[config.mk]
export PLATFORM = sky130hd
export DESIGN_NAME = tav_mul
export DESIGN_NICKNAME = d
export VERILOG_FILES = /design/src/rtl/triangle_angles_from_vertices_assert.svh /design/src/rtl/tav_mul.sv
export SDC_FILE = /design/constraint.sdc
export NUM_CORES = 2
export LEC_CHECK = 0
export BUFFER_PORTS_ARGS = -buffer_cell sky130_fd_sc_hd__buf_2
export CORE_AREA = 2 2 325 327
export CTS_CLUSTER_DIAMETER = 60
export DETAILED_ROUTE_END_ITERATION = 10
export DIE_AREA = 0 0 327 329
export PLACE_DENSITY = 0.75
export SETUP_SLACK_MARGIN = 0.4
export SLEW_MARGIN = 20
export SYNTH_ARGS = -nofsm -noshare
export SYNTH_HDL_FRONTEND = slang
export SYNTH_SLANG_ARGS = --single-unit
[constraint.sdc]
create_clock -name i_clk -period 12.5 [get_ports i_clk]
set_clock_uncertainty 0.05 [all_clocks]
set_input_delay 2.5 -clock i_clk [delete_from_list [all_inputs] [get_ports i_clk]]
set_output_delay 2.5 -clock i_clk [all_outputs]
set_load 0.05 [all_outputs]
[src/rtl/triangle_angles_from_vertices_assert.svh]
// assertion macros for the triangle angle block
// used by files that hold concurrent assertions, needs i_clk and i_rst_n in scope
`ifndef TRIANGLE_ANGLES_FROM_VERTICES_ASSERT_SVH
`define TRIANGLE_ANGLES_FROM_VERTICES_ASSERT_SVH

// same-cycle implication
`define TAV_ASSERT_IMM(lbl, ante, cons, msg) \
    lbl: assert property (@(posedge i_clk) disable iff (!i_rst_n) (ante) |-> (cons)) \
        else $error(msg);

// next-cycle implication
`define TAV_ASSERT_NXT(lbl, ante, cons, msg) \
    lbl: assert property (@(posedge i_clk) disable iff (!i_rst_n) (ante) |=> (cons)) \
        else $error(msg);

`endif

[src/rtl/tav_mul.sv]
// 64 x 64 multiplier that sums its 32 x 32 partial products in turn through one multiplier
// standalone, no package needed
`timescale 1ns / 1ps
`default_nettype none

module tav_mul (
    input  logic         i_clk,
    input  logic         i_rst_n,
    input  logic         i_start,
    input  logic [63:0]  i_a,
    input  logic [63:0]  i_b,
    output logic         o_done,
    output logic [127:0] o_prod
);

    logic [63:0]  r_a;
    logic [63:0]  r_b;
    logic [127:0] r_acc;
    logic [1:0]   r_idx;
    logic         r_run;
    logic         r_done;
    logic [31:0]  w_pa;
    logic [31:0]  w_pb;
    logic [63:0]  w_pp;
    logic [127:0] w_sh;

    always_comb begin
        w_pa = r_idx[1] ? r_a[63:32] : r_a[31:0];
        w_pb = r_idx[0] ? r_b[63:32] : r_b[31:0];
        w_pp = w_pa * w_pb;
        unique case (r_idx)
            2'd0:    w_sh = {64'd0, w_pp};
            2'd1,
            2'd2:    w_sh = {32'd0, w_pp, 32'd0};
            2'd3:    w_sh = {w_pp, 64'd0};
            default: w_sh = '0;
        endcase
    end

    always_ff @(posedge i_clk) begin
        if (!i_rst_n) begin
            r_run  <= 1'b0;
            r_done <= 1'b0;
        end else begin
            r_done <= 1'b0;
            if (i_start && !r_run) begin
                r_a   <= i_a;
                r_b   <= i_b;
                r_acc <= '0;
                r_idx <= 2'd0;
                r_run <= 1'b1;
            end else if (r_run) begin
                r_acc <= r_acc + w_sh;
                r_idx <= r_idx + 2'd1;
                if (r_idx == 2'd3) begin
                    r_run  <= 1'b0;
                    r_done <= 1'b1;
                end
            end
        end
    end

    assign o_done = r_done;
    assign o_prod = r_acc;

endmodule

`default_nettype wire

==> flow_summary.json <==
{
  "fmax_mhz": 84.1,
  "worstMarginPinSlew_ns": 1.06,
  "ios": 260,
  "cp.required_ns": 12.91,
  "syn_inst": 5857,
  "core-area_um2": 104000,
  "io_buffers": 259,
  "ys_ff_latch": 260,
  "dpl.hpwl_um": 157000,
  "synthTopCellsByCount": "inv_1 (916), fa_1 (897), nor2_1 (858), nand2_1 (670), ha_1 (392)",
  "first_pass_iters": 8,
  "cp-end-kind": "flop",
  "cts.sinks": 260,
  "hp-class": "flop to flop",
  "setup_slack_ns": 0.612,
  "wl_per_cell_um": 25.4,
  "synthesis.area_um2": 51700,
  "hold_viol": 0,
  "post-place-ws_ns": -0.0151,
  "vias": 45083,
  "outcome": "complete, no violations",
  "cts_tree": "yes",
  "worstRegToRegCells": 37,
  "r2r_end": "o_prod[89]",
  "crit_top_cell": "fa_1",
  "clock-root-buffer": "clkbuf_16",
  "setup_viol": 0,
  "synth_edf_count": 258,
  "start_kind": "flop",
  "initial_core_util_pct": 49.6,
  "dpl-instance-area_um2": 55300,
  "maxSlewHeadroom_pct": 28.3,
  "place_congestion": 1.06,
  "antenna_found_initial": 13,
  "drv_slew": 0,
  "maxCapViolCount": 0,
  "clkLatencyLatePin_ns": 0.69,
  "area_growth_pct": 11.4,
  "finalCritPeriodShare_pct": 95.1,
  "gr-total-overflow": 0,
  "dieArea_um2": 108000,
  "synth_cell_type_count": 77,
  "ant_nets": 0,
  "drt_wl_total_um": 190000,
  "track_usage_pct": 35.4,
  "synth_top_area_share_pct": 34.7,
  "crit_slowest_cell": "fa_1",
  "yosysMostFrequentCell": "inv_1",
  "numCtsBuffers": 47,
  "rsz0062_at_grt": "true",
  "drc": 0,
  "yosys_warnings": 0,
  "grt_pass1_wl_um": 285000,
  "crit_path_max_fanout": 24,
  "grt_pass1_vias": 45232,
  "critPathMaxStageDelay_ns": 0.62,
  "critical_path_class": "flop to flop",
  "fin_nets": 7486,
  "finish.instance_area_um2": 57700,
  "routed_via_density": 6.01,
  "htreeDepth": 2,
  "crit_end": "o_prod[89]",
  "avgSynthCellArea_um2": 8.83,
  "layout_min_cycle_time_ns": 11.89,
  "grt_start_max_net_pins": 126,
  "fill_cells": 9344,
  "clock_path_buffers": 3,
  "async_flop_share_pct": 0,
  "path_clk_slew_ns": 0.06,
  "cp-startpoint": "r_idx[1]",
  "fin_hold_ws_ns": 0.539,
  "first_iter_violations": 5136,
  "die_x_um": 327,
  "ys_seq_area_share_pct": 15.1,
  "layout-drive-gt1-share_pct": 12.2,
  "dieHeight_um": 329,
  "reg2reg_from": "r_idx[1]",
  "synth_ff_type": "edfxtp_1",
  "synth_fp_nets": 7277,
  "synth_top_area_cell": "fa_1",
  "synthTopCellsByArea": "fa_1 (35%), edfxtp_1 (15%), ha_1 (9.5%)",
  "rows": 119,
  "r2r_slack_ns": 0.61,
  "critPathArrivalTime_ns": 12.30
}
==> per-stage QoR <==
stage / TNS (ns) / cells / utilization [%]
floorplan: 0 / 5857 / -
global placement: -0.155 / 7388 / 53.0
detailed placement: -0.0268 / 7388 / 53.0
CTS: 0 / 7476 / 54.7
global route: 0 / 7494 / 55.2
finish: 0 / 7497 / 55.2
==> critical path: cells and delay by family (launching register included) <==
kind                       cells  cell delay [ns]
and+or+nand+nor               10             2.59
muxes                          1             0.35
buffers and inverters          8             1.17
DFF                            1             0.48
adders and majority gates     10             4.96
AOI/OAI and AO/OA              8             1.99
==> routing by layer <==
metal,global-route usage [%],up-vias,share of wire (%)
li1,-,19279,-
met1,48.4,22414,39
met2,53.4,2848,43
met3,9.44,528,12
met4,14.6,14,5.4
met5,0,-,0.048
==> cell type report <==
type / instances / area, um^2 / share of cell area, %
Tap cell: 1391 / 1740 / 3.02
Antenna cell: 3 / 7.51 / 0.0130
Inverter: 916 / 3440 / 5.96
Multi-Input combinational cell: 4375 / 40000 / 69.4
Clock inverter: 35 / 445 / 0.773
Clock buffer: 51 / 1210 / 2.10
Sequential cell: 260 / 7790 / 13.5
Timing Repair Buffer: 466 / 3040 / 5.27
==> registers in the layout, summed over array words and instances (netlist names) <==
register	cells
o_prod	128
r_a	64
r_b	64
r_idx	2
o_done	1
r_run	1
==> kinds of logic (layout without fill, tap and decap cells) <==
| group | after synthesis | after routing | share of synthesized area [%] |
|---|---|---|---|
| and+or+nand+nor | 1926 | 1926 | 15.7 |
| DFF | 260 | 260 | 15.1 |
| AOI/OAI and AO/OA | 875 | 875 | 10.9 |
| adders and majority gates | 1289 | 1289 | 44.2 |
| xor gates and xnor gates | 156 | 156 | 2.64 |
| buffers and inverters | 1222 | 1468 | 8.89 |
| other | 0 | 3 | 0 |
| muxes | 129 | 129 | 2.65 |
==> cells in the final DEF (no fill, tap or decap), drive strengths merged, types with 16 or more instances in the layout <==
| cell | count |
|---|---|
| and2 | 50 |
| nand4 | 94 |
| mux2 | 62 |
| nor3 | 64 |
| or3 | 21 |
| nand2 | 670 |
| buf | 465 |
| fa | 897 |
| a21oi | 269 |
| and3 | 26 |
| a211oi | 19 |
| ha | 392 |
| a31oi | 17 |
| o211ai | 18 |
| xnor2 | 108 |
| or2 | 24 |
| inv | 927 |
| a21o | 108 |
| a21boi | 19 |
| o21bai | 63 |
| edfxtp | 258 |
| nand3 | 52 |
| o21a | 37 |
| xor2 | 48 |
| clkbuf | 52 |
| nor2 | 858 |
| mux2i | 67 |
| o22ai | 16 |
| nand2b | 18 |
| o21ai | 176 |
==> what timing repair did <==
| action | 4_1_cts | 5_1_grt |
|---|---|---|
| gates cloned | 0 | 1 |
| hold endpoints to repair | 0 | 0 |
| pin swaps | 0 | 8 |
| endpoints found under the setup margin | 45 | 61 |
| setup buffers | 2 | 17 |
| resized for setup | 20 | 77 |
| hold buffers | 0 | 0 |
==> worst min path at each step <==
stage / startpoint / end / slack [ns] / depth (start not counted)
final: r_run / o_done / 0.54 / 1
after global routing: r_run / o_done / 0.56 / 1
after CTS: r_run / o_done / 0.54 / 1
after detailed placement: r_run / o_done / 0.54 / 1
after global placement: r_run / r_run / 0.52 / 1
after floorplan: r_run / r_run / 0.43 / 1
Power is left out: the tool's default activity adds up to more than one toggle a clock period on the data nets, which glitch-free logic cannot reach.
