[config.mk]
export PLATFORM = sky130hd
export DESIGN_NAME = tav_sqrt
export DESIGN_NICKNAME = d
export VERILOG_FILES = /design/src/rtl/triangle_angles_from_vertices_assert.svh /design/src/rtl/tav_sqrt.sv
export SDC_FILE = /design/constraint.sdc
export NUM_CORES = 1
export LEC_CHECK = 0
export ABC_AREA = 1
export BUFFER_PORTS_ARGS = -buffer_cell sky130_fd_sc_hd__buf_2
export CORE_ASPECT_RATIO = 1.75
export CORE_MARGIN = 4
export CORE_UTILIZATION = 54
export DETAILED_ROUTE_END_ITERATION = 10
export PLACE_DENSITY = 0.76
export SLEW_MARGIN = 0
export SYNTH_ARGS = -nofsm -noshare
export SYNTH_HDL_FRONTEND = slang
export SYNTH_SLANG_ARGS = --single-unit
[constraint.sdc]
create_clock -name i_clk -period 14.15 [get_ports i_clk]
set_input_delay 0.7075 -clock i_clk [delete_from_list [all_inputs] [get_ports i_clk]]
set_output_delay 0.7075 -clock i_clk [all_outputs]
set_load 0.02 [all_outputs]
[src/rtl/triangle_angles_from_vertices_assert.svh]
// assertion macros for the triangle angle block
// used by files that hold concurrent assertions, needs i_clk and i_rst_n in scope
`ifndef TRIANGLE_ANGLES_FROM_VERTICES_ASSERT_SVH
`define TRIANGLE_ANGLES_FROM_VERTICES_ASSERT_SVH

// same-cycle implication
`define TAV_ASSERT_IMM(lbl, ante, cons, msg) \
    lbl: assert property (@(posedge i_clk) disable iff (!i_rst_n) (ante) |-> (cons)) \
        else $error(msg);

// next-cycle implication
`define TAV_ASSERT_NXT(lbl, ante, cons, msg) \
    lbl: assert property (@(posedge i_clk) disable iff (!i_rst_n) (ante) |=> (cons)) \
        else $error(msg);

`endif

[src/rtl/tav_sqrt.sv]
// floor square root of a 128-bit value, one root bit a cycle
// standalone, no package needed
`timescale 1ns / 1ps
`default_nettype none

module tav_sqrt (
    input  logic         i_clk,
    input  logic         i_rst_n,
    input  logic         i_start,
    input  logic [127:0] i_rad,
    output logic         o_done,
    output logic [63:0]  o_root
);

    logic [127:0] r_rad;
    logic [64:0]  r_rem;
    logic [63:0]  r_root;
    logic [6:0]   r_cnt;
    logic         r_run;
    logic         r_done;
    logic [66:0]  w_t;
    logic [66:0]  w_trial;
    logic [66:0]  w_diff;
    logic         w_ge;

    always_comb begin
        w_t     = {r_rem, r_rad[127:126]};
        w_trial = {1'b0, r_root, 2'b01};
        w_diff  = w_t - w_trial;
        w_ge    = (w_t >= w_trial);
    end

    always_ff @(posedge i_clk) begin
        if (!i_rst_n) begin
            r_run  <= 1'b0;
            r_done <= 1'b0;
        end else begin
            r_done <= 1'b0;
            if (i_start && !r_run) begin
                r_rad  <= i_rad;
                r_rem  <= '0;
                r_root <= '0;
                r_cnt  <= 7'd64;
                r_run  <= 1'b1;
            end else if (r_run) begin
                r_rem  <= w_ge ? w_diff[64:0] : w_t[64:0];
                r_root <= {r_root[62:0], w_ge};
                r_rad  <= {r_rad[125:0], 2'b00};
                r_cnt  <= r_cnt - 7'd1;
                if (r_cnt == 7'd1) begin
                    r_run  <= 1'b0;
                    r_done <= 1'b1;
                end
            end
        end
    end

    assign o_done = r_done;
    assign o_root = r_root;

endmodule

`default_nettype wire

==> results of run 1 <==
per-layer routing:
layer | vias to the layer above | wire, µm | GRT usage [%]
met5 | - | 0 | 0
met1 | 7142 | 19300 | 30.7
li1 | 7976 | - | -
met3 | 115 | 1950 | 3.12
met4 | 0 | 2780 | 13.9
met2 | 388 | 27400 | 55.3
stage by stage:
| step | setup slack [ns] | utilization, % |
|---|---|---|
| floorplan | 5.21 | - |
| global placement | 10.20 | 58.8 |
| detailed placement | 10.09 | 58.8 |
| CTS | 10.07 | 61.1 |
| global route | 9.86 | 61.1 |
| finish | 10.13 | 61.1 |
critical path, stage by stage (launching register included):
cell and delay (ns):
edfxtp_1 0.35, inv_1 0.07, ha_1 0.40, nand2_1 0.16, nor2_2 0.07, nand2_1 0.23, nor2_1 0.14, nand2_1 0.10
nor2_1 0.05, nor2_1 0.12, nand2_2 0.08, nor2_4 0.72, nand2_8 0.42, inv_2 0.66, nor2_1 0.10, nor2_1 0.16
cell type report:
cell class	count	area share (%)
inverter	456	8.69
timing repair buffer	200	5.19
multi-input combinational	1736	39.4
clock buffer	32	3.30
tap	400	2.53
sequential	266	40.3
clock inverter	12	0.563
synth_stat cells, types with 3 or more instances:
cell,n
clkbuf_1,40
o21ai_0,7
inv_1,452
nand3_1,59
nand2_1,1154
a21oi_1,37
and2_1,6
nor4_1,3
edfxtp_1,264
nor2_2,8
nand3b_1,45
ha_1,68
nor2_1,268
buf_4,5
nor3_1,11
nand4_1,12
buf_6,4
buf_2,6
nand2_2,8
xor2_1,32
flip-flops by register name, indices dropped and copies added, names as in the netlist:
| signal | cells |
|---|---|
| r_rad | 128 |
| r_rem | 65 |
| o_root | 64 |
| r_cnt | 7 |
| o_done | 1 |
| r_run | 1 |
worst max path at each step:
stage               startpoint  slack (ns)   endpoint
floorplan              i_start        5.21  o_root[0]
global placement    o_root[47]       10.20   r_rem[7]
detailed placement  o_root[47]       10.09   r_rem[7]
CTS                 o_root[46]       10.07   r_rem[7]
global route        o_root[53]        9.86  r_rem[17]
finish              o_root[47]       10.13   r_rem[7]
power breakdown:
group / total, mW / internal (mW) / switching, mW
Clock: 0.655 / 0.362 / 0.293
Combinational: 0.835 / 0.259 / 0.576
Sequential: 1.01 / 0.974 / 0.0322
cell families (layout without fill, tap and decap cells):
group | count (synthesis) | in the layout | synth area share, %
flops | 266 | 266 | 45.0
simple gates | 1586 | 1586 | 36.0
xor+xnor | 32 | 32 | 1.58
fa+ha+maj | 68 | 68 | 4.80
compound gates | 50 | 50 | 1.49
buf+inv | 513 | 700 | 11.2
==> results.yml, run 1 <==
detailed_routing:
  post-route-drc-count: 0
  avgViaCountPerCell: 5.04
  drtIter0Drc: 1033
  routedWlPerCell_um: 16.6
  vias: 15600
  wirelength_mm: 51.3
  drtAntennaViolNets: 0
  drtPass1Iterations: 7
synthesis:
  synth_top_area_cell: "edfxtp_1"
  synth_area_um2: 17700
  synth_edf_count: 264
  synth.top_cell.area_share_pct: 44.7
  ys_warn_count: 0
  synth_cell_type_count: 39
  synth-seq-cells: 266
  synthArstFlopShare_pct: 0
  ys.flop_type: "edfxtp_1"
  syn_avg_cell_area_um2: 7.05
  yosys-top-cells-area: "edfxtp_1 (45%), nand2_1 (24%), inv_1 (9.6%), nor2_1 (5.7%), ha_1 (4.8%)"
  syn_inst: 2515
  syn-num-nets: 2714
  seq_area_frac_synth_pct: 45.0
sta:
  max_freq_ghz: 0.249
  finClkSkew_ns: 0.0105
  finalCritPeriodShare_pct: 28.4
  max_slew_margin_pct: 25.9
  finalSetupViolations: 0
  setup_tns_ns: 0
  hold_violations: 0
  grt_setup_unrepaired: "no"
  tightest_slew_ns: 1.11
  whs_ns: 0.423
  finalCriticalPeriod_ns: 4.02
  slew_violations: 0
finish:
  seqCellArea_um2: 7970
  area_growth_pct: 11.5
  most-common-layout-cells: "nand2_1 (1154), inv_1 (452), nor2_1 (267), edfxtp_1 (264), buf_2 (195)"
  antenna_cells: 0
  fill_cells: 3059
  instances_no_fill: 3102
  final_common_cell: "nand2_1"
  multi_input_area_um2: 7790
  finalInstanceArea_um2: 19800
  nNetsFinal: 2884
  drive_above_1_share_pct: 9.70
die:
  initial_core_util_pct: 54.8
  num_rows: 87
  fp.dieArea_um2: 35900
  ios: 196
  die_x_um: 145
  dieHeight_um: 248
  coreArea_um2: 32300
worst_hold_path:
  hold_end: "r_rad[49]"
  hp-class: "input port to flip-flop"
  min_from: "i_rad[49]"
  hold_path_depth: 3
setup_path:
  arrival_ns: 4.41
  rr_endpoint: "r_rem[7]"
  r2r_start: "o_root[47]"
  cp-end-kind: "flip-flop"
  critPathKind: "flip-flop to flip-flop"
  required_ns: 14.54
  r2r_slack_ns: 10.13
  rr_worst_depth: 15
  crit_fanout: 52
  cp-start-kind: "flip-flop"
clock_tree:
  cts_root_buf: "clkbuf_16"
  cts_buffers: 25
  htree_levels: 1
  cts_tree: "yes"
  holdBufCountCts: 0
  clock_sinks: 266
  clkTransAtPathRegs_ns: 0.06
  cts_setup_buffers: 0
  cts_resized: 0
  worstSkewPairLatency_ns: 0.55
  clockBufferDepth: 3
global_routing:
  antenna_found_initial: 0
  grt.overflow.total: 0
  track_usage_pct: 28.5
  grt_max_degree: 164
  grt_pass1_wl_mm: 81.7
  grt_pass1_vias: 15800
placement:
  post-dp-hpwl_mm: 40.4
  placed_cell_area_um2: 19000
  gp_congestion: 0.969
  port_buffers: 195
  dp.cells: 3058
power:
  finalPower_mw: 2.50
  powerDensity_nw_per_um2: 126
  ir_drop_mv: 0.126
  cellLeakagePower_nw: 10.8
outcome:
  status: "finished, final reports clean"
run:
  drv_cap: 0
Note: power is estimated with default switching activity, not from simulation.
==> inputs of run 2 (changes only) <==
--- a/config.mk
+++ b/config.mk
@@ -5,11 +5,11 @@
 export SDC_FILE = /design/constraint.sdc
 export NUM_CORES = 1
 export LEC_CHECK = 0
-export ABC_AREA = 1
+export ABC_AREA = 0
 export BUFFER_PORTS_ARGS = -buffer_cell sky130_fd_sc_hd__buf_2
 export CORE_ASPECT_RATIO = 1.75
 export CORE_MARGIN = 4
-export CORE_UTILIZATION = 54
+export CORE_UTILIZATION = 53
 export DETAILED_ROUTE_END_ITERATION = 10
 export PLACE_DENSITY = 0.76
 export SLEW_MARGIN = 0
==> constraint.sdc (replaced) <==
create_clock -name i_clk -period 3.2 [get_ports i_clk]
set_input_delay 0.16 -clock i_clk [delete_from_list [all_inputs] [get_ports i_clk]]
set_output_delay 0.16 -clock i_clk [all_outputs]
set_load 0.02 [all_outputs]
==> run 2 against run 1 <==
Net effect: the flow now finishes with violations (negative setup slack); sequential cell count stayed put; total power increased to 4.7 times the previous value; sequential power increased to 4.4 times the previous value; register-to-register slack got worse by 10 ns; sequential share of layout area down 0.52 points; die area fell by 13%; non-clock buffer count increased by 236; clock power increased to 5.1 times the previous value; maximum frequency is 24% higher; critical path type unchanged; critical endpoint is now r_rem[10]; largest cell class unchanged.
==> results.yml, run 2 <==
outcome:
  failed_checks: "negative setup slack"
  status: "complete, but fails checks"
sta:
  slew_violations: 0
  max_freq_ghz: 0.309
  tightest_slew_ns: 0.747
  max_slew_margin_pct: 50.1
  layout_setup_ws_ns: -0.0404
  finalCriticalPeriod_ns: 3.24
  grt_setup_unrepaired: "yes"
  finClkSkew_ns: 0.0151
  finalSetupViolations: 2
  hold_violations: 0
  finalCritPeriodShare_pct: 101
  whs_ns: 0.217
setup_path:
  critPathKind: "flip-flop to flip-flop"
  crit_fanout: 10
  cp-end-kind: "flip-flop"
  rr_worst_depth: 10
  required_ns: 3.61
  cp-start-kind: "flip-flop"
  arrival_ns: 3.65
worst_hold_path:
  hold_path_depth: 3
  hp-class: "input port to flip-flop"
synthesis:
  syn_inst: 1643
  yosysMostFrequentCell: "nand2_1"
  synth_cell_type_count: 63
  synthArstFlopShare_pct: 0
  synth.top_cell.area_share_pct: 52.4
  ys.flop_type: "edfxtp_1"
  synth_top_area_cell: "edfxtp_1"
  ys_warn_count: 0
  synth_area_um2: 15100
  syn_avg_cell_area_um2: 9.20
  syn-num-nets: 1842
  synth_common_cells: "nand2_1 (530), edfxtp_1 (264), nor2_1 (121)"
  synth_edf_count: 264
  seq_area_frac_synth_pct: 52.7
  yosys-top-cells-area: "edfxtp_1 (52%), nand2_1 (13%), ha_1 (5.6%), a21oi_1 (3.9%), nor2_1 (3.0%)"
  synth-seq-cells: 266
finish:
  largest_reg_flops: 128
  largest-register: "r_rad"
  most-common-layout-cells: "nand2_1 (527), edfxtp_1 (264), buf_2 (195), dlygate4sd3_1 (129), nor2_1 (118)"
  finish.utilization_pct: 71.3
  drive_above_1_share_pct: 22.0
  nNetsFinal: 2219
  final_common_cell: "nand2_1"
  area_growth_pct: 32.4
die:
  initial_core_util_pct: 53.9
  die_x_um: 136
  num_rows: 81
  dieHeight_um: 231
  ios: 196
  coreArea_um2: 28100
  fp.dieArea_um2: 31400
detailed_routing:
  avgViaCountPerCell: 5.70
  drtAntennaViolNets: 0
  vias: 13800
  drtPass1Iterations: 8
  post-route-drc-count: 0
  wirelength_mm: 43.8
  routedWlPerCell_um: 18.2
  drtIter0Drc: 851
clock_tree:
  cts_buffers: 27
  clkTransAtPathRegs_ns: 0.07
  htree_levels: 1
  cts_root_buf: "clkbuf_16"
  clockBufferDepth: 3
  cts_tree: "yes"
  clock_sinks: 266
  worstSkewPairLatency_ns: 0.56
global_routing:
  grt_pass1_vias: 14200
  grt_max_degree: 126
  antenna_found_initial: 1
  grt_pass1_wl_mm: 69.4
  track_usage_pct: 27.3
  grt.overflow.total: 0
placement:
  gp_congestion: 0.959
  port_buffers: 195
  post-dp-hpwl_mm: 27.7
power:
  ir_drop_mv: 0.584
  powerDensity_nw_per_um2: 582
  cellLeakagePower_nw: 8.81
run:
  drv_cap: 0
[run 2: worst max-delay path: stages (launching register included)]
cell	delay [ns]
edfxtp_1	0.44
ha_4	0.33
nand2_1	0.10
or4_4	0.56
or3_4	0.40
buf_4	0.15
o31ai_4	0.19
a211o_4	0.22
inv_8	0.08
or4_1	0.45
a21oi_2	0.16
[run 2: kinds of logic (layout without fill, tap and decap cells)]
kind of cell,count (synthesis),in the layout,share of synthesized area [%]
compound gates,314,314,13.1
xor+xnor,57,57,3.30
fa+ha+maj,68,68,5.63
buf+inv,173,571,4.46
flops,266,266,52.7
mux,2,2,0.132
other cells,0,1,0
simple gates,763,763,20.7
[run 2: final cells by class]
type | instances | area [µm²]
Multi-Input combinational cell | 1204 | 7080
Sequential cell | 266 | 7970
Tap cell | 373 | 467
Inverter | 85 | 327
Clock buffer | 32 | 694
Fill cell | 2012 | 8050
Clock inverter | 18 | 230
Timing Repair Buffer | 436 | 3260
Antenna cell | 1 | 2.50
[run 2: path summary, 6_finish.rpt]
check,start,slack [ns],endpoint
hold / removal,i_start,0.22,o_root[38]
hold reg to reg,r_rad[106],0.51,r_rad[108]
setup / recovery,r_rem[10],-0.04,r_rem[10]
setup reg to reg,r_rem[10],-0.04,r_rem[10]
[run 2: metal layers]
layer | vias up | global-route usage [%] | part of all wire (%)
met1 | 6486 | 29.8 | 35
met2 | 642 | 50.0 | 53
li1 | 6420 | - | -
met4 | 0 | 14.6 | 6.1
met5 | - | 0 | 0
met3 | 210 | 4.52 | 6.3
[run 2: repair_timing]
action,CTS,global route
resized for setup,23,98
hold buffers,129,0
pin swaps,9,27
endpoints found under the hold margin,129,0
endpoints found under the setup margin,62,65
setup buffers,7,9
[run 2: per-stage QoR]
step	cells	setup WS, ns	power [mW]	setup TNS, ns	cell area, µm²
2_1_floorplan	1643	0.0211	6.68	0	15200
3_3_place_gp	2220	-0.0373	7.70	-0.280	17100
3_5_place_dp	2220	-0.122	7.79	-2.21	17100
4_1_cts	2406	0.00418	11.4	0	19500
5_1_grt	2415	-0.126	12.2	-0.691	20000
6_report	2415	-0.0404	11.7	-0.0445	20000
[run 2: where the power goes]
group          leakage, nW  switching [mW]  internal [mW]
sequential            2.57           0.164           4.30
combinational         5.79            2.18           1.65
clock                0.446            1.40           1.96
total                 8.81            3.74           7.91
