--- config.mk ---
export PLATFORM = sky130hd
export DESIGN_NAME = tav_div
export DESIGN_NICKNAME = d
export VERILOG_FILES = /design/src/rtl/triangle_angles_from_vertices_assert.svh /design/src/rtl/tav_pkg.sv /design/src/rtl/tav_div.sv
export SDC_FILE = /design/constraint.sdc
export NUM_CORES = 1
export LEC_CHECK = 0
export BUFFER_PORTS_ARGS = -buffer_cell sky130_fd_sc_hd__buf_2
export CAP_MARGIN = 20
export CORE_MARGIN = 3
export CORE_UTILIZATION = 57
export DETAILED_ROUTE_END_ITERATION = 8
export PLACE_DENSITY = 0.89
export SYNTH_ARGS = -nofsm -noshare
export SYNTH_HDL_FRONTEND = slang
export SYNTH_SLANG_ARGS = --single-unit
--- constraint.sdc ---
create_clock -name i_clk -period 6.9 [get_ports i_clk]
set_input_delay 0.69 -clock i_clk [delete_from_list [all_inputs] [get_ports i_clk]]
set_output_delay 0.69 -clock i_clk [all_outputs]
set_load 0.02 [all_outputs]
--- src/rtl/triangle_angles_from_vertices_assert.svh ---
// assertion macros for the triangle angle block
// used by files that hold concurrent assertions, needs i_clk and i_rst_n in scope
`ifndef TRIANGLE_ANGLES_FROM_VERTICES_ASSERT_SVH
`define TRIANGLE_ANGLES_FROM_VERTICES_ASSERT_SVH

// same-cycle implication
`define TAV_ASSERT_IMM(lbl, ante, cons, msg) \
    lbl: assert property (@(posedge i_clk) disable iff (!i_rst_n) (ante) |-> (cons)) \
        else $error(msg);

// next-cycle implication
`define TAV_ASSERT_NXT(lbl, ante, cons, msg) \
    lbl: assert property (@(posedge i_clk) disable iff (!i_rst_n) (ante) |=> (cons)) \
        else $error(msg);

`endif

--- src/rtl/tav_pkg.sv ---
// package of the triangle angle block: payload types, fixed-point constants
// no dependencies
`timescale 1ns / 1ps
`default_nettype none

package tav_pkg;

    localparam int COORD_WIDTH = 32;
    localparam int QB          = 60;
    localparam int MAX_TERMS   = 256;
    localparam int NORM_LIM    = 1 << 29;

    localparam logic [63:0] ONE_Q     = 64'h1000_0000_0000_0000;
    localparam logic [63:0] PI_HALF_Q = 64'h1921_FB54_442D_1847;
    localparam logic [63:0] SWITCH_Q  = 64'd1037629354146162278;

    typedef struct packed {
        logic signed [COORD_WIDTH-1:0] a_x;
        logic signed [COORD_WIDTH-1:0] a_y;
        logic signed [COORD_WIDTH-1:0] b_x;
        logic signed [COORD_WIDTH-1:0] b_y;
        logic signed [COORD_WIDTH-1:0] c_x;
        logic signed [COORD_WIDTH-1:0] c_y;
    } t_tri_in;

    typedef struct packed {
        logic [31:0] angle_a;
        logic [31:0] angle_b;
        logic [31:0] angle_c;
        logic        degenerate;
    } t_tri_out;

    typedef struct packed {
        logic start;
        logic frac;
    } t_div_ctl;

endpackage

`default_nettype wire

--- src/rtl/tav_div.sv ---
// restoring divider, one quotient bit a cycle, integer or fraction mode
// depends on tav_pkg
`timescale 1ns / 1ps
`default_nettype none

module tav_div import tav_pkg::*; (
    input  logic        i_clk,
    input  logic        i_rst_n,
    input  t_div_ctl    i_ctl,
    input  logic [63:0] i_num,
    input  logic [63:0] i_den,
    output logic        o_done,
    output logic [63:0] o_quo,
    output logic [63:0] o_rem
);

    localparam logic [6:0] INT_STEPS  = 7'd64;
    localparam logic [6:0] FRAC_STEPS = 7'(QB);

    logic [63:0] r_rem;
    logic [63:0] r_dvd;
    logic [63:0] r_quo;
    logic [63:0] r_den;
    logic [6:0]  r_cnt;
    logic        r_run;
    logic        r_done;
    logic [64:0] w_t;
    logic [64:0] w_diff;
    logic        w_ge;

    always_comb begin
        w_t    = {r_rem, r_dvd[63]};
        w_diff = w_t - {1'b0, r_den};
        w_ge   = (w_t >= {1'b0, r_den});
    end

    always_ff @(posedge i_clk) begin
        if (!i_rst_n) begin
            r_run  <= 1'b0;
            r_done <= 1'b0;
        end else begin
            r_done <= 1'b0;
            if (i_ctl.start && !r_run) begin
                r_den <= i_den;
                r_quo <= '0;
                r_run <= 1'b1;
                if (i_ctl.frac) begin
                    r_rem <= i_num;
                    r_dvd <= '0;
                    r_cnt <= FRAC_STEPS;
                end else begin
                    r_rem <= '0;
                    r_dvd <= i_num;
                    r_cnt <= INT_STEPS;
                end
            end else if (r_run) begin
                r_rem <= w_ge ? w_diff[63:0] : w_t[63:0];
                r_dvd <= {r_dvd[62:0], 1'b0};
                r_quo <= {r_quo[62:0], w_ge};
                r_cnt <= r_cnt - 7'd1;
                if (r_cnt == 7'd1) begin
                    r_run  <= 1'b0;
                    r_done <= 1'b1;
                end
            end
        end
    end

    assign o_done = r_done;
    assign o_quo  = r_quo;
    assign o_rem  = r_rem;

endmodule

`default_nettype wire

==> results of run 1 <==
[cells by family after synthesis]
| kind of cell | count (synthesis) |
|---|---|
| buffers and inverters | 171 |
| AOI/OAI and AO/OA | 379 |
| and+or+nand+nor | 520 |
| xor gates and xnor gates | 61 |
| DFF | 265 |
| adders and majority gates | 67 |
| muxes | 14 |
[layer usage]
metal | routed length [µm] | track usage [%] | vias to the layer above
li1 | - | - | 5741
met4 | 1210 | 8.18 | 0
met3 | 3660 | 4.46 | 98
met1 | 17000 | 39.3 | 5759
met5 | 0 | 0 | -
met2 | 18500 | 43.2 | 662
[power groups by stage]
stage | registers [mW] | logic [mW] | clock network [mW]
after floorplan | 2.15 | 0.796 | 0
after global placement | 2.06 | 1.19 | 0
after detailed placement | 2.06 | 1.22 | 0
after CTS | 2.03 | 1.24 | 1.42
after global routing | 2.04 | 1.37 | 1.49
final | 2.04 | 1.25 | 1.40
[final timing paths]
| path | from | slack (ns) | to | depth (start not counted) |
|---|---|---|---|---|
| max | o_rem[1] | 2.71 | o_rem[55] | 12 |
| min | i_den[44] | 0.32 | r_den[44] | 1 |
| max reg2reg | o_rem[1] | 2.71 | o_rem[55] | 12 |
| min reg2reg | r_dvd[38] | 0.51 | r_dvd[39] | 2 |
[cell type report]
type                    count  area, µm²
multi-input cells        1041       6450
flip-flops and latches    265       7940
inverters                  85        319
repair buffers            267       1370
clock inverters            17        134
well taps                 330        413
fillers                  1970       8230
clock buffers              32        694
[per-stage QoR]
stage | instance area [µm²] | std cells
finish | 17300 | 2037
detailed placement | 16500 | 1988
global placement | 16500 | 1988
global route | 17300 | 2037
floorplan | 15000 | 1477
CTS | 17300 | 2037
[state kept, by name, summed over array words and instances, names as in the netlist]
register and flops:
o_quo 64, r_den 64, r_run 1, r_dvd 64
o_done 1, r_cnt 7, o_rem 64
[placed cells by master, fill, tap and decap left out, types with 5 or more instances in the layout]
cell / n
a211oi_1: 8
a21o_1: 27
a21oi_1: 188
a22oi_1: 10
a31oi_1: 5
and2_1: 68
and3_1: 7
buf_2: 260
buf_4: 6
clkbuf_1: 5
clkbuf_16: 27
clkinv_1: 7
clkinv_2: 6
edfxtp_1: 263
ha_1: 66
inv_1: 85
mux2i_1: 14
nand2_1: 195
nand3_1: 21
nand3b_1: 64
nand4_1: 27
nor2_1: 86
nor2b_1: 10
nor3_1: 14
o211ai_1: 6
o21ai_0: 76
o21bai_1: 19
or3_1: 6
xnor2_1: 36
xor2_1: 25
==> results.yml, run 1 <==
status:
  status: "finished, final reports clean"
floorplanning:
  die_area_um2: 28300
  die_w_um: 168
  placementRows: 58
  die_y_um: 168
  core_area_um2: 25500
  pin_count: 261
  initial_core_util_pct: 58.8
clock_network:
  clkSinkCount: 265
  clkTransAtPathRegs_ns: 0.07
  root_buffer: "clkbuf_16"
  postCtsSetupBuffers: 0
  tritoncts: "built"
  clock_latency_ns: 0.55
  hold_buffers: 0
  cts_max_level: 1
  cts_made_buffers: 27
  cts_resized: 0
  cts_buffer_depth: 3
power:
  p_switching_mw: 1.50
  p_total_mw: 4.69
  switching_share_pct: 31.9
  combPwrFrac_pct: 26.7
  p_leak_nw: 7.23
  peakVddDrop_mv: 0.219
  clkPwrFrac_pct: 29.9
  p_per_area_nw_per_um2: 271
  internal-power_mw: 3.20
  seq_power_share_pct: 43.4
final_layout:
  final_util_pct: 67.8
  drive_gt1_share_pct: 19.0
  nets: 1886
  area_growth_pct: 15.3
  antenna_cells: 0
global_route:
  track_usage_pct: 27.3
  grt_antenna_before_repair: 0
  grt_overflow_total: 0
  grt_max_degree: 137
  grt_pass1_wl_um: 63100
  grt_pass1_vias: 11800
timing:
  finalCritPeriodShare_pct: 60.7
  rsz0062_at_grt: "false"
  setup_viol_count_final: 0
  final.setup.tns_ns: 0
  worst_slew_pin_slew_ns: 1.07
  fin_crit_ns: 4.19
  hold_slack_ns: 0.320
  worst_slack_ns: 2.71
  finalHoldViolations: 0
  max-slew-margin-rel_pct: 29.0
  slew_violations: 0
  clock.fmax_mhz: 239
  skew_ns: 0.0150
yosys:
  ys_top_cells_by_area: "edfxtp_1 53%, a21oi_1 6.3%, ha_1 5.5%"
  synth.distinct_cells: 62
  syn_area_um2: 15000
  synthXorXnorAreaFrac_pct: 3.56
  yosys.area.top_type: "edfxtp_1"
  synth_area_per_cell_um2: 10.2
  synth.area.mux_share_pct: 0.933
  synth_edf_count: 263
  async_flop_share_pct: 0
  yosys_warnings: 0
  synth_flop_cell: "edfxtp_1"
  synthTopCellsByCount: "263 x edfxtp_1, 195 x nand2_1, 188 x a21oi_1"
  synthCells: 1477
  synthSimpleGateAreaFrac_pct: 17.4
  synth_compound_area_share_pct: 15.3
  synth_top_family_by_area: "simple AND/OR/NAND/NOR gates"
  yosys.area.top_type_share_pct: 52.6
  synth_seq_area_share_pct: 52.8
  synthesis.nets: 1676
  yosys.cell_count.top_type: "edfxtp_1"
  synth-seq-cells: 265
  synthAdderAreaFrac_pct: 5.63
worst_setup_path:
  cp-start-kind: "flip-flop"
  crit_type: "reg -> reg"
  cp_data_arrival_time_ns: 4.57
  critical-path-top-delay-family: "compound AO/OA/AOI/OAI gates"
  crit_path_end_kind: "flip-flop"
  cp_slowest_cell: "nand2_4"
  slowest_delay_ns: 0.63
  cp.required_ns: 7.28
  path_common_cell: "o21ai_1"
  cp_num_buf_inv: 0
  path_cells: "ha_1 > and3b_1 > o21ai_1 > a2111oi_2 > o21ai_1 > a211oi_2 > o211ai_2 > o311ai_4 > nand2_4 > nor3_1 > a21oi_1 > o211ai_1"
  path_max_fanout: 90
run:
  cap_violations: 0
detailed_routing:
  num_vias: 12300
  wl_um: 40400
  drc: 0
  via_per_inst: 6.02
  ant_nets: 0
  drtIter0Drc: 1419
  firstDrtPassIters: 5
  wl_per_cell_um: 19.8
placed_design:
  gp_congestion: 0.929
  io_buffer_count: 260
  dp_hpwl_um: 28900
  post-place-ws_ns: 2.86
worst_hold_path:
  hp-class: "in -> reg"
No activity file was read; power rests on OpenSTA's default activity.
==> run 2: changes to the inputs <==
clock period = 4.31 ns   (was 6.9 ns; I/O delays follow)
==> run 2 against run 1 <==
  * Wire length shrank 1.1%
  * Setup slack lost 2.3 ns
  * Maximum frequency grew 6.2%
  * Highest routed layer is now met5
  * Critical path depth grew 3
  * Clock-buffer cell count shrank 4
  * Total power grew 58%
  * Design area grew 0.33%
  * First-iteration DRC count grew 0.14%
  * Die area is the same
  * Global-route usage shrank 0.18 points
  * Worst hold slack lost 0.26 ns
  * Utilization grew 0.22 points
==> results.yml, run 2 (synthesized netlist as in run 1, its figures left out) <==
status:
  status: "finished, final reports clean"
final_layout:
  antenna_cells: 0
  register_area_um2: 7940
  fillers: 1980
  nets: 1892
  drive_gt1_share_pct: 19.5
  multi_input_area_um2: 6450
  stdcell_area_um2: 17400
  area_growth_pct: 15.6
  final_cell_mix: "263 x edfxtp_1, 260 x buf_2, 195 x nand2_1"
  final_common_cell: "edfxtp_1"
worst_setup_path:
  cp.required_ns: 4.59
  path_max_fanout: 5
  cp_data_arrival_time_ns: 4.23
  crit_type: "reg -> reg"
  crit_path_end_kind: "flip-flop"
  cp-start-kind: "flip-flop"
placed_design:
  gp_congestion: 0.961
  dp_hpwl_um: 29300
  io_buffer_count: 260
  placed_area_um2: 16600
timing:
  slew_violations: 0
  max-slew-margin-rel_pct: 30.8
  skew_ns: 0.0118
  setup_viol_count_final: 0
  final.setup.tns_ns: 0
  finalCritPeriodShare_pct: 91.5
  finalHoldViolations: 0
  worst_slew_pin_slew_ns: 1.04
  clock.fmax_mhz: 253
  rsz0062_at_grt: "false"
  fin_crit_ns: 3.95
global_route:
  grt_max_degree: 79
  grt_pass1_vias: 11900
  grt_overflow_total: 0
  grt_pass1_wl_um: 62700
  grt_antenna_before_repair: 1
  track_usage_pct: 27.2
power:
  internal-power_mw: 5.01
  p_switching_mw: 2.41
  p_leak_nw: 7.24
  clkPwrFrac_pct: 29.0
  seq_power_share_pct: 43.8
  peakVddDrop_mv: 0.370
  p_per_area_nw_per_um2: 427
  switching_share_pct: 32.4
  combPwrFrac_pct: 27.2
run:
  cap_violations: 0
detailed_routing:
  ant_nets: 0
  via_per_inst: 6.01
  firstDrtPassIters: 6
  wl_um: 39900
  num_vias: 12300
  drtIter0Drc: 1421
  wl_per_cell_um: 19.5
  drc: 0
clock_network:
  clkTransAtPathRegs_ns: 0.07
  cts_made_buffers: 27
  root_buffer: "clkbuf_16"
  cts_resized: 0
  hold_buffers: 0
  postCtsSetupBuffers: 0
  cts_buffer_depth: 3
  tritoncts: "built"
  clkSinkCount: 265
  clock_latency_ns: 0.54
  cts_max_level: 1
floorplanning:
  die_w_um: 168
  die_y_um: 168
  initial_core_util_pct: 58.8
  pin_count: 261
  placementRows: 58
  die_area_um2: 28300
  core_area_um2: 25500
worst_hold_path:
  hp-class: "in -> reg"
==> run 2: metrics by stage <==
stage | power [mW] | worst slack, ns | hold slack, ns | std cells | util (%)
detailed placement | 5.28 | 0.415 | 0.494 | 1994 | 64.9
floorplan | 4.70 | 0.906 | 0.484 | 1477 | -
global route | 7.77 | 0.0199 | 0.0409 | 2044 | 68.0
global placement | 5.24 | 0.495 | 0.486 | 1994 | 64.9
finish | 7.42 | 0.365 | 0.0616 | 2044 | 68.0
CTS | 7.43 | 0.382 | 0.0415 | 2044 | 68.0
==> run 2: layout make-up <==
cell class                      instances  area share [%]
Multi-Input combinational cell       1041            37.1
Clock inverter                         22           0.706
Timing Repair Buffer                  273            8.34
Inverter                               85            1.84
Sequential cell                       265            45.7
Tap cell                              330            2.38
Clock buffer                           28            3.91
==> run 2: path summary, 6_finish.rpt <==
path,slack [ns],startpoint,end,depth (start not counted)
max,0.36,r_dvd[63],o_rem[48],15
min,0.06,i_den[12],r_den[12],1
max reg2reg,0.36,r_dvd[63],o_rem[48],15
min reg2reg,0.51,r_dvd[49],r_dvd[50],2
==> run 2: routing by layer <==
layer | up-vias | wire, µm | global-route usage [%]
met2 | 672 | 18200 | 43.2
met5 | - | 11 | 0
met1 | 5757 | 16500 | 37.8
li1 | 5743 | - | -
met4 | 2 | 1580 | 9.75
met3 | 110 | 3640 | 4.81
==> run 2: power by group through the flow <==
stage                     combinational [mW]  clock, mW  sequential (mW)
after floorplan                         1.27          0             3.42
after global routing                    2.21       2.29             3.27
after CTS                               2.00       2.18             3.25
after global placement                  1.94          0             3.29
final                                   2.02       2.15             3.25
after detailed placement                1.98          0             3.30
==> run 2: critical path, stage by stage, from the launching register on <==
cell and delay (ns):
edfxtp_1 0.38, inv_1 0.07, ha_1 0.17, inv_1 0.06
fa_1 0.42, a211oi_1 0.30, o21ai_0 0.22, nand3_1 0.13
nand3_1 0.14, a221o_1 0.50, a211oi_2 0.35, o21bai_1 0.16
a21oi_1 0.37, o21bai_1 0.15, xnor2_1 0.14, o21ai_0 0.10
==> run 3: changes to the inputs <==
--- a/config.mk
+++ b/config.mk
@@ -11,5 +11,5 @@
 export CORE_UTILIZATION = 57
 export DETAILED_ROUTE_END_ITERATION = 8
-export PLACE_DENSITY = 0.89
+export PLACE_DENSITY = 0.81
 export SYNTH_ARGS = -nofsm -noshare
 export SYNTH_HDL_FRONTEND = slang
==> constraint.sdc (replaced) <==
create_clock -name i_clk -period 4.31 [get_ports i_clk]
set_input_delay 0.431 -clock i_clk [delete_from_list [all_inputs] [get_ports i_clk]]
set_output_delay 0.431 -clock i_clk [all_outputs]
set_load 0.1 [all_outputs]
==> run 3 against run 2 <==
  * Combinational power increased by 34%
  * First-iteration DRC count up 0.77%
  * Largest cell class unchanged
  * Via count fell by 0.58%
  * Sequential share of layout area is 0.59 points lower
==> results.yml, run 3 (synthesized netlist as in run 1, its figures left out) <==
status:
  status: "finished, final reports clean"
worst_setup_path:
  slowest_delay_ns: 0.50
  path_common_cell: "o21ai_0"
  r2r_cells: 15
  cp_data_arrival_time_ns: 4.18
  cp.required_ns: 4.59
  path_cells: "inv_1 > ha_1 > inv_1 > fa_1 > a211oi_1 > o21ai_0 > nand3_1 > nand3_1 > a21oi_1 > o21bai_1 > nor2b_1 > a211oi_1 > o21ai_0 > xnor2_1 > o21ai_0"
  cp_slowest_cell: "a211oi_1"
  cp-start-kind: "flip-flop"
  crit_type: "reg -> reg"
  path_max_fanout: 3
  crit_path_end_kind: "flip-flop"
timing:
  final.setup.tns_ns: 0
  finalCritPeriodShare_pct: 90.5
  slew_violations: 0
  rsz0062_at_grt: "false"
  clock.fmax_mhz: 256
  finalHoldViolations: 0
  worst_slack_ns: 0.409
  worst_slew_pin_slew_ns: 0.922
  setup_viol_count_final: 0
  skew_ns: 0.0246
  max-slew-margin-rel_pct: 38.5
  fin_crit_ns: 3.90
floorplanning:
  placementRows: 58
  core_area_um2: 25500
  die_w_um: 168
  die_area_um2: 28300
  initial_core_util_pct: 58.8
  die_y_um: 168
  pin_count: 261
clock_network:
  root_buffer: "clkbuf_16"
  cts_made_buffers: 28
  clock_latency_ns: 0.55
  hold_buffers: 0
  cts_buffer_depth: 3
  postCtsSetupBuffers: 0
  clkSinkCount: 265
  clkTransAtPathRegs_ns: 0.06
  cts_resized: 0
  cts_max_level: 1
  tritoncts: "built"
final_layout:
  nets: 1895
  drive_gt1_share_pct: 19.7
  register_area_um2: 7940
  fin_cells: 2045
  final_cell_mix: "263 x edfxtp_1, 260 x buf_2, 195 x nand2_1"
  area_growth_pct: 17.1
  antenna_cells: 0
  fillers: 1947
  final_common_cell: "edfxtp_1"
  final_util_pct: 68.9
  multi_input_area_um2: 6450
global_route:
  grt_pass1_vias: 11700
  grt_pass1_wl_um: 62000
  grt_overflow_total: 0
  grt_max_degree: 92
  grt_antenna_before_repair: 0
  track_usage_pct: 26.8
power:
  peakVddDrop_mv: 0.421
  p_leak_nw: 7.36
  p_per_area_nw_per_um2: 490
worst_hold_path:
  hold_depth: 1
  hp-class: "in -> reg"
placed_design:
  post-place-ws_ns: 0.455
  place_inst: 1995
  io_buffer_count: 260
  dp_hpwl_um: 28000
  gp_congestion: 0.941
detailed_routing:
  drtIter0Drc: 1432
  ant_nets: 0
  wl_per_cell_um: 19.1
  drc: 0
  num_vias: 12200
  firstDrtPassIters: 6
  wl_um: 39200
  via_per_inst: 5.97
run:
  cap_violations: 0
-- run 3: layout make-up --
type                            instances  area share [%]
Multi-Input combinational cell       1041            36.6
Clock buffer                           36            4.27
Sequential cell                       265            45.1
Clock inverter                         13            1.49
Timing Repair Buffer                  275            8.32
Tap cell                              330            2.35
Inverter                               85            1.81
-- run 3: power by group --
group	leakage (nW)	total (mW)	internal, mW	switching, mW
registers	2.54	3.26	3.12	0.132
logic	4.33	2.71	0.743	1.97
clock network	0.491	2.66	1.65	1.01
total	7.36	8.63	5.52	3.11
-- run 3: path summary, 6_finish.rpt --
check / endpoint / slack, ns / from
worst max-delay path: o_rem[50] / 0.41 / r_dvd[63]
worst min register to register: r_dvd[38] / 0.51 / r_dvd[37]
worst min-delay path: r_den[8] / 0.05 / i_den[8]
worst max register to register: o_rem[50] / 0.41 / r_dvd[63]
-- run 3: per-layer routing --
metal,up-vias,global-route usage [%],share of wire [%]
met2,589,41.7,45
met3,82,4.11,7.8
met1,5792,39.3,44
li1,5750,-,-
met5,-,0,0
met4,0,7.83,3.0
-- run 3: per-stage QoR --
| step | hold WS [ns] | total power, mW | area (µm²) |
|---|---|---|---|
| 5_1_grt | 0.0274 | 8.98 | 17600 |
| 2_1_floorplan | 0.484 | 5.40 | 15000 |
| 6_report | 0.0534 | 8.63 | 17600 |
| 3_3_place_gp | 0.486 | 5.93 | 16600 |
| 4_1_cts | 0.0295 | 8.63 | 17600 |
| 3_5_place_dp | 0.495 | 5.97 | 16600 |
-- run 3: worst max-delay path: cells and delay by family, from the launching register on --
family,cells,cell delay (ns)
xor+xnor,1,0.16
fa+ha+maj,2,0.60
buf+inv,2,0.13
simple gates,3,0.47
flops,1,0.39
compound gates,7,1.88
